**src/hdl/ppmd_pkg.sv**
```systemverilog
// Shared types and constants of the PPM pulse train decoder.
// No dependencies; every other file but ppmd_checker imports it.
package ppmd_pkg;

   localparam int CSR_INDEX_BITS = 3;
   localparam int CSR_DATA_BITS  = 24;
   localparam int COUNT_BITS     = 5;
   localparam int WIDTH_BITS     = 16;
   localparam int TIME_BITS      = 24;
   localparam int READ_BITS      = 4;

   localparam logic [CSR_INDEX_BITS-1:0] CSR_CHANNEL_COUNT = 3'd0;
   localparam logic [CSR_INDEX_BITS-1:0] CSR_MIN_WIDTH     = 3'd1;
   localparam logic [CSR_INDEX_BITS-1:0] CSR_MAX_WIDTH     = 3'd2;
   localparam logic [CSR_INDEX_BITS-1:0] CSR_FRAME_GAP     = 3'd3;
   localparam logic [CSR_INDEX_BITS-1:0] CSR_LOSS_TIMEOUT  = 3'd4;

   localparam logic [COUNT_BITS-1:0] RESET_CHANNEL_COUNT = 5'd8;
   localparam logic [WIDTH_BITS-1:0] RESET_MIN_WIDTH     = 16'd900;
   localparam logic [WIDTH_BITS-1:0] RESET_MAX_WIDTH     = 16'd2100;
   localparam logic [TIME_BITS-1:0]  RESET_FRAME_GAP     = 24'd3000;
   localparam logic [TIME_BITS-1:0]  RESET_LOSS_TIMEOUT  = 24'd100000;

   typedef struct packed {
      logic                 line_level;
      logic [READ_BITS-1:0] read_channel;
      logic                 acknowledge;
   } req_item_type;

   typedef struct packed {
      logic                  ready_res;
      logic                  signal_lost;
      logic [WIDTH_BITS-1:0] read_value;
      logic                  width_stored;
      logic                  sync_seen;
   } rsp_item_type;

   typedef struct packed {
      logic [COUNT_BITS-1:0] channel_count;
      logic [WIDTH_BITS-1:0] min_width;
      logic [WIDTH_BITS-1:0] max_width;
      logic [TIME_BITS-1:0]  frame_gap;
      logic [TIME_BITS-1:0]  loss_timeout;
   } csr_regs_type;

endpackage

```
**src/hdl/ppmd_csr.sv**
```systemverilog
// Configuration register bank of the PPM decoder.
// Depends on ppmd_pkg.
module ppmd_csr (
   input  logic                                  clock,
   input  logic                                  reset,
   input  logic                                  csr_write_enable,
   input  logic [ppmd_pkg::CSR_INDEX_BITS-1:0]   csr_index,
   input  logic [ppmd_pkg::CSR_DATA_BITS-1:0]    csr_write_data,
   output ppmd_pkg::csr_regs_type                regs
);
   import ppmd_pkg::*;

   csr_regs_type regs_ff;
   csr_regs_type regs_in;

   always_comb begin
      regs_in = regs_ff;
      if (csr_write_enable) begin
         case (csr_index)
            CSR_CHANNEL_COUNT: regs_in.channel_count = csr_write_data[COUNT_BITS-1:0];
            CSR_MIN_WIDTH:     regs_in.min_width     = csr_write_data[WIDTH_BITS-1:0];
            CSR_MAX_WIDTH:     regs_in.max_width     = csr_write_data[WIDTH_BITS-1:0];
            CSR_FRAME_GAP:     regs_in.frame_gap     = csr_write_data[TIME_BITS-1:0];
            CSR_LOSS_TIMEOUT:  regs_in.loss_timeout  = csr_write_data[TIME_BITS-1:0];
            default:           regs_in = regs_ff;
         endcase
      end
   end

   always_ff @(posedge clock) begin
      if (reset) begin
         regs_ff.channel_count <= RESET_CHANNEL_COUNT;
         regs_ff.min_width     <= RESET_MIN_WIDTH;
         regs_ff.max_width     <= RESET_MAX_WIDTH;
         regs_ff.frame_gap     <= RESET_FRAME_GAP;
         regs_ff.loss_timeout  <= RESET_LOSS_TIMEOUT;
      end else begin
         regs_ff <= regs_in;
      end
   end

   assign regs = regs_ff;

endmodule

```
**src/hdl/ppmd_input_stage.sv**
```systemverilog
// Input register of the PPM decoder: holds one sample until the result
// register can take it. Depends on ppmd_pkg.
module ppmd_input_stage (
   input  logic                   clock,
   input  logic                   reset,
   input  logic                   req_valid,
   output logic                   req_stall,
   input  ppmd_pkg::req_item_type req_item,
   input  logic                   down_open,
   output logic                   item_valid,
   output ppmd_pkg::req_item_type item,
   output logic                   item_move
);
   import ppmd_pkg::*;

   logic         valid_ff;
   logic         valid_in;
   req_item_type item_ff;
   logic         take;

   assign item_move = valid_ff & down_open;
   assign req_stall = valid_ff & ~down_open;
   assign take      = req_valid & ~req_stall;
   assign valid_in  = take | (valid_ff & ~item_move);

   always_ff @(posedge clock) begin
      if (reset) begin
         valid_ff <= 1'b0;
      end else begin
         valid_ff <= valid_in;
      end
   end

   always_ff @(posedge clock) begin
      if (take) begin
         item_ff <= req_item;
      end
   end

   assign item_valid = valid_ff;
   assign item       = item_ff;

endmodule

```
**src/hdl/ppmd_core.sv**
```systemverilog
// Decoder state and per-tick update: edge detect, gap and age counters,
// slot store and channel read-back. Depends on ppmd_pkg.
module ppmd_core #(
   parameter int MAX_CHANNELS = 16,
   parameter int GAP_BITS     = 24
) (
   input  logic                   clock,
   input  logic                   reset,
   input  logic                   step,
   input  ppmd_pkg::req_item_type item,
   input  ppmd_pkg::csr_regs_type regs,
   output ppmd_pkg::rsp_item_type result
);
   import ppmd_pkg::*;

   localparam int SLOT_BITS = $clog2(MAX_CHANNELS + 1);
   localparam int CW        = (SLOT_BITS > COUNT_BITS) ? SLOT_BITS : COUNT_BITS;
   localparam int RW        = (SLOT_BITS > READ_BITS) ? SLOT_BITS : READ_BITS;
   localparam int TW        = (GAP_BITS > TIME_BITS) ? GAP_BITS : TIME_BITS;
   localparam logic [GAP_BITS-1:0] GAP_MAX = {GAP_BITS{1'b1}};
   localparam logic [CW-1:0] MAX_CW = CW'(MAX_CHANNELS);

   logic                  prev_level_ff;
   logic [GAP_BITS-1:0]   edge_gap_ff, edge_gap_in;
   logic [GAP_BITS-1:0]   frame_age_ff, frame_age_in;
   logic [SLOT_BITS-1:0]  slot_ff, slot_in;
   logic [WIDTH_BITS-1:0] widths_ff [MAX_CHANNELS];
   logic                  ready_ff, ready_in;

   logic [GAP_BITS-1:0]   gap_inc, age_inc;
   logic [CW-1:0]         count_cw;
   logic [SLOT_BITS-1:0]  count;
   logic [SLOT_BITS-1:0]  slot_next;
   logic [TW-1:0]         gap_ext;
   logic                  rise, is_sync, in_range, store, last_slot, ready_now;
   logic [RW-1:0]         read_ext;
   logic [WIDTH_BITS-1:0] read_value;
   logic [WIDTH_BITS-1:0] gap_width;

   assign gap_inc  = (edge_gap_ff == GAP_MAX) ? edge_gap_ff : edge_gap_ff + 1'b1;
   assign age_inc  = (frame_age_ff == GAP_MAX) ? frame_age_ff : frame_age_ff + 1'b1;
   assign count_cw = CW'(regs.channel_count);
   assign count    = (count_cw > MAX_CW) ? SLOT_BITS'(MAX_CHANNELS)
                                         : SLOT_BITS'(count_cw);
   assign gap_ext   = TW'(gap_inc);
   assign gap_width = gap_inc[WIDTH_BITS-1:0];

   assign rise     = item.line_level & ~prev_level_ff;
   assign is_sync  = rise & (gap_ext > TW'(regs.frame_gap));
   assign in_range = (gap_ext >= TW'(regs.min_width)) & (gap_ext <= TW'(regs.max_width));
   assign store    = rise & ~is_sync & (slot_ff < count) & in_range;
   assign slot_next = slot_ff + 1'b1;
   assign last_slot = store & (slot_next == count);

   assign edge_gap_in  = rise ? '0 : gap_inc;
   assign frame_age_in = (is_sync | last_slot) ? '0 : age_inc;
   assign slot_in      = is_sync ? '0 : (store ? slot_next : slot_ff);
   assign ready_now    = rise | ready_ff;
   assign ready_in     = item.acknowledge ? 1'b0 : ready_now;

   assign read_ext = RW'(item.read_channel);

   always_comb begin
      read_value = '0;
      for (int i = 0; i < MAX_CHANNELS; i++) begin
         if (read_ext == RW'(i)) begin
            read_value = (store && slot_ff == SLOT_BITS'(i)) ? gap_width : widths_ff[i];
         end
      end
      if (read_ext >= RW'(count)) begin
         read_value = '0;
      end
   end

   always_comb begin
      result.ready_res    = ready_now;
      result.signal_lost  = TW'(frame_age_in) > TW'(regs.loss_timeout);
      result.read_value   = read_value;
      result.width_stored = store;
      result.sync_seen    = is_sync;
   end

   always_ff @(posedge clock) begin
      if (reset) begin
         prev_level_ff <= 1'b0;
         edge_gap_ff   <= '0;
         frame_age_ff  <= '0;
         slot_ff       <= '0;
         ready_ff      <= 1'b0;
      end else if (step) begin
         prev_level_ff <= item.line_level;
         edge_gap_ff   <= edge_gap_in;
         frame_age_ff  <= frame_age_in;
         slot_ff       <= slot_in;
         ready_ff      <= ready_in;
      end
   end

   always_ff @(posedge clock) begin
      for (int i = 0; i < MAX_CHANNELS; i++) begin
         if (reset) begin
            widths_ff[i] <= '0;
         end else if (step && store && slot_ff == SLOT_BITS'(i)) begin
            widths_ff[i] <= gap_width;
         end
      end
   end

endmodule

```
**src/hdl/ppmd_output_stage.sv**
```systemverilog
// Result register of the PPM decoder; holds a result while rsp_stall is high.
// Depends on ppmd_pkg.
module ppmd_output_stage (
   input  logic                   clock,
   input  logic                   reset,
   input  logic                   load,
   input  ppmd_pkg::rsp_item_type result,
   output logic                   open,
   output logic                   rsp_valid,
   input  logic                   rsp_stall,
   output ppmd_pkg::rsp_item_type rsp_item
);
   import ppmd_pkg::*;

   logic         valid_ff;
   logic         valid_in;
   rsp_item_type item_ff;

   assign open     = ~valid_ff | ~rsp_stall;
   assign valid_in = load | (valid_ff & rsp_stall);

   always_ff @(posedge clock) begin
      if (reset) begin
         valid_ff <= 1'b0;
      end else begin
         valid_ff <= valid_in;
      end
   end

   always_ff @(posedge clock) begin
      if (load) begin
         item_ff <= result;
      end
   end

   assign rsp_valid = valid_ff;
   assign rsp_item  = item_ff;

endmodule

```
**src/hdl/ppm_pulse_train_decoder.sv**
```systemverilog
// PPM pulse train decoder. Each transfer on req_ carries one line sample per
// timebase tick and produces exactly one transfer on rsp_. The block takes one
// sample every clock while req_stall is low; each result passes the input
// register, then the result register, before it shows on rsp_, and req_stall
// rises only while both registers are full and rsp_stall is high. Channel
// widths are kept in a register file written and read in the same tick, so
// read_value already shows a width stored by that tick. Configuration is
// written through csr_.
module ppm_pulse_train_decoder #(
   parameter int MAX_CHANNELS = 16,
   parameter int GAP_BITS     = 24
) (
   input  logic                                clock,
   input  logic                                reset,
   input  logic                                req_valid,
   output logic                                req_stall,
   input  logic                                req_line_level,
   input  logic [ppmd_pkg::READ_BITS-1:0]      req_read_channel,
   input  logic                                req_acknowledge,
   output logic                                rsp_valid,
   input  logic                                rsp_stall,
   output logic                                rsp_ready_res,
   output logic                                rsp_signal_lost,
   output logic [ppmd_pkg::WIDTH_BITS-1:0]     rsp_read_value,
   output logic                                rsp_width_stored,
   output logic                                rsp_sync_seen,
   input  logic                                csr_write_enable,
   input  logic [ppmd_pkg::CSR_INDEX_BITS-1:0] csr_index,
   input  logic [ppmd_pkg::CSR_DATA_BITS-1:0]  csr_write_data
);
   import ppmd_pkg::*;

   csr_regs_type regs;
   req_item_type req_item;
   req_item_type item;
   rsp_item_type result;
   rsp_item_type rsp_item;
   logic         item_valid;
   logic         item_move;
   logic         down_open;

   assign req_item.line_level   = req_line_level;
   assign req_item.read_channel = req_read_channel;
   assign req_item.acknowledge  = req_acknowledge;

   ppmd_csr u_csr (
      .clock            (clock),
      .reset            (reset),
      .csr_write_enable (csr_write_enable),
      .csr_index        (csr_index),
      .csr_write_data   (csr_write_data),
      .regs             (regs)
   );

   ppmd_input_stage u_input (
      .clock      (clock),
      .reset      (reset),
      .req_valid  (req_valid),
      .req_stall  (req_stall),
      .req_item   (req_item),
      .down_open  (down_open),
      .item_valid (item_valid),
      .item       (item),
      .item_move  (item_move)
   );

   ppmd_core #(
      .MAX_CHANNELS (MAX_CHANNELS),
      .GAP_BITS     (GAP_BITS)
   ) u_core (
      .clock  (clock),
      .reset  (reset),
      .step   (item_move & item_valid),
      .item   (item),
      .regs   (regs),
      .result (result)
   );

   ppmd_output_stage u_output (
      .clock     (clock),
      .reset     (reset),
      .load      (item_move),
      .result    (result),
      .open      (down_open),
      .rsp_valid (rsp_valid),
      .rsp_stall (rsp_stall),
      .rsp_item  (rsp_item)
   );

   assign rsp_ready_res    = rsp_item.ready_res;
   assign rsp_signal_lost  = rsp_item.signal_lost;
   assign rsp_read_value   = rsp_item.read_value;
   assign rsp_width_stored = rsp_item.width_stored;
   assign rsp_sync_seen    = rsp_item.sync_seen;

endmodule

```
**config.mk**
```make
export PLATFORM = sky130hd
export DESIGN_NAME = ppm_pulse_train_decoder
export DESIGN_NICKNAME = d
export VERILOG_FILES = /design/src/hdl/ppmd_pkg.sv /design/src/hdl/ppmd_csr.sv /design/src/hdl/ppmd_input_stage.sv /design/src/hdl/ppmd_core.sv /design/src/hdl/ppmd_output_stage.sv /design/src/hdl/ppm_pulse_train_decoder.sv
export SDC_FILE = /design/constraint.sdc
export NUM_CORES = 1
export LEC_CHECK = 0
export ABC_AREA = 1
export ABC_CLOCK_PERIOD_IN_PS = 7600
export BUFFER_PORTS_ARGS = -buffer_cell sky130_fd_sc_hd__buf_2
export CAP_MARGIN = 20
export CORE_AREA = 2 2 217 219
export CTS_CLUSTER_SIZE = 20
export DETAILED_ROUTE_END_ITERATION = 12
export DIE_AREA = 0 0 219 221
export PLACE_DENSITY = 0.71
export REMOVE_ABC_BUFFERS = 1
export SLEW_MARGIN = 0
export SYNTH_ARGS = -nofsm -noshare
export SYNTH_HDL_FRONTEND = slang
export SYNTH_HIERARCHICAL = 1
export SYNTH_SLANG_ARGS = --single-unit
```
**constraint.sdc**
```tcl
create_clock -name clock -period 7.6 [get_ports clock]
set_input_delay 0.38 -clock clock [delete_from_list [all_inputs] [get_ports clock]]
set_output_delay 0.38 -clock clock [all_outputs]
set_load 0.1 [all_outputs]
```
* Word level (Yosys, flattened, before mapping)
Memory sizes are Yosys's and may differ from the RTL's. Cells that the tools add are included.
Word-level totals: register bits 168, bits in writable memories 256, bits of input ports 38, logic and storage cells 258, memories kept 1
Operators by class: add/subtract/negate cells 3, $lt $le $gt $ge 7, equal/unequal tests 37, mux-type cells 106, bitwise logic cells 41, reductions and logical operators 43
Memory list:
- u_core.widths_ff | words 16, bits a word 16, read ports 16, clocked after Yosys merged registers in 0, wr ports 16, line ppmd_core.sv:27 | logic [WIDTH_BITS-1:0] widths_ff [MAX_CHANNELS];
Operator list (number):
- $mux 16 | 48
- $mux 24 | 4
- $mux 1 | 51
- $add 24x1->24 const B | 2
- $eq 24x24->1 const B | 2
- $gt 24x24->1 | 2
- $eq 5x4->1 const B | 8
- $logic_and 1x1->1 | 33
- $eq 4x4->1 const B | 8
- $ge 24x16->1 | 1
- $le 24x16->1 | 1
- $or 1x1->1 | 21
- $eq 5x3->1 const B | 4
- $eq 4x3->1 const B | 4
- $mux 5 | 3
- $and 1x1->1 | 13
- $reduce_and 2->1 | 6
- $eq 5x2->1 const B | 2
- $logic_not 5->1 | 2
- $eq 4x2->1 const B | 2
- $not 1->1 | 7
- $eq 3x2->1 const B | 2
- $add 5x1->5 const B | 1
- $eq 5x1->1 const B | 1
- other kinds (9) | 9

* Depth between registers and ports, before layout
depth after elaboration 26, mapped depth 52

* Modules after synthesis
The synthesis kept the hierarchy.
By module, submodules not included:
- ppmd_core | times used 1, cells each 2797, area an instance 20718.6 um^2, seq. area each 8788.4 um^2
- ppmd_csr | times used 1, cells each 480, area an instance 3379.5 um^2, seq. area each 1701.6 um^2
- ppmd_output_stage | times used 1, cells each 24, area an instance 639.4 um^2, seq. area each 620.6 um^2
- ppmd_input_stage | times used 1, cells each 15, area an instance 236.5 um^2, seq. area each 200.2 um^2
- ppm_pulse_train_decoder | times used 1, cells each 2, area an instance 7.5 um^2, seq. area each 0.0 um^2

* Least setup slack after synthesis
Ideal clock, no wire load.
path type register to register, from register u_core.edge_gap_ff[1], to register u_output.item_ff (netlist bit u_output/rsp_item[18]) (data pin), library setup time 146 ps, arrival 5761 ps, setup slack 1694 ps, stages on the path, launching flop included 41, buffers on the path 7, clock period less this slack 5906 ps, path through dfxtp_1 -> ha_1 -> inv_1 -> nor2_4 -> nand2_4 -> nor2_8 -> nand2_1 -> buf_2 -> xor2_1 -> clkbuf_1 -> clkbuf_1 -> clkbuf_1 -> ha_1 -> inv_1 -> a21oi_1 -> o21ai_0 -> nand2_1 -> nand3_1 -> [... 5 more ...] -> buf_6 -> buf_4 -> nand2_1 -> inv_1 -> nand3_1 -> nand2_1 -> inv_1 -> clkbuf_1 -> nand2_1 -> inv_1 -> ha_1 -> nand2_1 -> nor2_1 -> inv_1 -> nor4_1 -> nand3_1 -> or2_2 -> a21oi_1
RTL lines:
- start: declaration | line ppmd_core.sv:24 | logic [GAP_BITS-1:0] edge_gap_ff, edge_gap_in;
- start signal: assignment | line ppmd_core.sv:92 | edge_gap_ff <= edge_gap_in;
- end signal: assignment | line ppmd_output_stage.sv:32 | item_ff <= result;
- end: declaration | line ppmd_output_stage.sv:17 | rsp_item_type item_ff;

==> run_results.csv <==
group,metric,value,unit
status,status,"completed",
floorplan,die_area,48400,µm²
power_and_ir_drop,power,5440,µW
sta,hold_viol,0,
clock_tree,cts_root_buf,"clkbuf_16",
sta,setup_viol,0,
detailed_routing,totalWireLength,69900,µm
place,gp_congestion,0.928,
detailed_routing,first_pass_iters,6,
floorplan,fp-row-count,79,
sta,fmax,0.147,GHz
synthesis,synth_commonest_cells,"nand2_1, nor2_1, inv_1, a21oi_1, edfxtp_1",
synthesis,async_flop_share,0,%
worst_setup_path,cpMaxStageDelayCell,"nand2_1",
global_route,grt_first_pass_wirelength,111000,µm
sta,slew_violations,0,
floorplan,die-width,219,µm
worst_setup_path,path_buf_inv,5,
synthesis,yosys_register_bits,424,
layout,drive_gt1_share,8.03,%
detailed_routing,routed_via_density,5.68,
synthesis,yosysTopAreaCell,"edfxtp_1",
clock_tree,tritoncts,"done",
layout,fin_nets,3417,
global_route,grt_overflow_total,0,
worst_setup_path,critical_path_peak_fanout,13,
worst_setup_path,r2r_slack,770,ps
sta,period_share,89.8,%
sta,maxSlewHeadroom,27.7,%
synthesis,synth_area_leaders,"edfxtp_1, nand2_1, dfxtp_1",
worst_setup_path,cp_data_arrival_time,7260,ps
worst_setup_path,cp.required,8030,ps
sta,rsz0062_at_grt,"false",
flow_run,max_cap_violations,0,
worst_setup_path,worstSetupStartpointType,"flip-flop",
clock_tree,clock_sinks,424,
place,port_buffers,59,
detailed_routing,antenna_left,0,
worst_setup_path,cpPeakStageDelay,400,ps
sta,whs,50.5,ps
detailed_routing,num_vias,22337,
global_route,antenna_found_initial,0,
synthesis,synth-main-ff-cell,"edfxtp_1",
clock_tree,path_clk_slew,60,ps
worst_setup_path,cpMostUsedCell,"nand2_1",
synthesis,yosysWarnings,6,
clock_tree,numCtsBuffers,48,
layout,num_antenna_cells,0,
clock_tree,cts_setup_buffers,0,
worst_setup_path,cp_top_family,"simple AND/OR/NAND/NOR gates",
floorplan,core_region_area,46100,µm²
place,hpwlAfterDp,47500,µm
layout,multi_input_area,11400,µm²
floorplan,die_h,221,µm
clock_tree,htreeDepth,2,
clock_tree,clk_path_buf_depth,3,
layout,n_fill_cell,4219,
floorplan,initial_core_util,54.2,%
power_and_ir_drop,irDropWorstVdd,190,µV
worst_hold_path,hold_path_class,"primary input to flip-flop",
synthesis,synth_enable_flop_cells,282,
sta,worst_pin_slew,1080,ps
global_route,grtUsageTotal,28.6,%
sta,setup_tns,0,ps
synthesis,synth_top_area_share,33.9,%
power_and_ir_drop,p_per_area,200,nW/µm²
detailed_routing,drtIter0Drc,2320,
sta,clock_skew,19.6,ps
synthesis,synth_area,25000,µm²
worst_setup_path,worstSetupEndpointType,"flip-flop",
layout,seqCellArea,11300,µm²
global_route,grt_pass1_vias,21066,
sta,period_minus_slack,6830,ps
detailed_routing,post_drt_wl_per_cell,17.8,µm
synthesis,syn_inst,3318,
synthesis,synth_cell_types,51,
layout,syn_to_final_growth,9.22,%
power_and_ir_drop,power.leakage,0.0114,µW
synthesis,syn_area_per_cell,7.53,µm²
layout,utilization,59.2,%
worst_setup_path,timing_worst_setup_path_type,"flip-flop to flip-flop",
synthesis,synth_seq_area_share,45.3,%
detailed_routing,drc,0,
synthesis,synth.most_common_cell,"nand2_1",
global_route,grt_max_degree,86,
floorplan,io_pins,60,
clock_tree,clock_latency,590,ps
-- power by group --
group / switching [µW] / internal [µW] / total, µW
clock network: 949 / 1420 / 2370
registers: 37.0 / 2550 / 2590
logic: 353 / 136 / 489
total: 1340 / 4100 / 5440
-- logic make-up (layout without fill, tap and decap cells) --
logic type                 count (synthesis)  count (layout)  share of synthesized area [%]
DFF                                      424             424                           45.3
buffers and inverters                    571             576                           9.37
and+or+nand+nor                         1622            1622                           27.5
adders and majority gates                 95              95                           4.76
AOI/OAI and AO/OA                        580             580                           12.2
xor gates and xnor gates                  26              26                          0.912
-- worst reg2reg max path: cells and delay by family, from the launching register on --
kind	cells	cell delay [ps]
XOR/XNOR	1	330
flip-flops	1	340
AO/OA/AOI/OAI	4	540
AND/OR/NAND/NOR	20	3840
adder cells (fa/ha/maj)	3	750
buffers and inverters	5	870
-- sequential cells by signal, indices dropped and copies added (netlist names) --
signal,cells
u_core/slot_ff,5
u_output/rsp_item,20
u_core/frame_age_ff,24
u_csr/regs,85
u_input/item_valid,1
u_core/ready_ff,1
u_output/rsp_valid,1
u_core/widths_ff,256
u_core/prev_level_ff,1
u_core/edge_gap_ff,24
u_input/item,6
-- placed cells by master (no fill, tap or decap), drive strengths merged, types with 29 or more instances in the layout --
cell	instances
a21oi	302
buf	122
clkbuf	70
dfxtp	142
edfxtp	282
ha	95
inv	360
nand2	778
nand3	228
nand4	56
nor2	515
nor3	29
o21ai	236
-- per-layer routing --
metal	part of all wire [%]	global-route usage (%)	vias up
met3	7.7	3.92	192
li1	-	-	10817
met2	46	46.0	986
met1	42	38.6	10342
met5	0	0	-
met4	4.5	12.4	0
-- through the flow --
stage	std cells	worst slack, ps	area, µm²
6_report	3930	774	27300
5_1_grt	3930	126	27300
4_1_cts	3921	488	27100
3_5_place_dp	3826	520	25500
3_3_place_gp	3825	744	25500
2_1_floorplan	3106	743	24000
-- path summary, 6_finish.rpt --
check	from	end	depth (start not counted)
max	u_core/edge_gap_ff[0]$_SDFFE_PP0P_	u_output/rsp_item[18]$_DFFE_PP_	33
min	csr_write_data[8]	u_csr/regs[72]$_SDFFE_PP1P_	3
max reg2reg	u_core/edge_gap_ff[0]$_SDFFE_PP0P_	u_output/rsp_item[18]$_DFFE_PP_	33
min reg2reg	u_input/item[0]$_DFFE_PP_	u_core/ready_ff$_SDFFE_PP0P_	1
-- repair_timing --
action | 4_1_cts | 5_1_grt
endpoints found under the setup margin | 0 | 12
hold buffers | 6 | 0
resized for setup | 0 | 2
hold endpoints to repair | 6 | 0
-- final cells by class --
cell class	count	area share, %
well taps	607	2.78
inverters	359	4.95
repair buffers	128	3.27
clock inverters	19	0.862
clock buffers	70	5.01
flip-flops and latches	424	41.5
multi-input cells	2323	41.7
(Power assumes the default switching activity.)
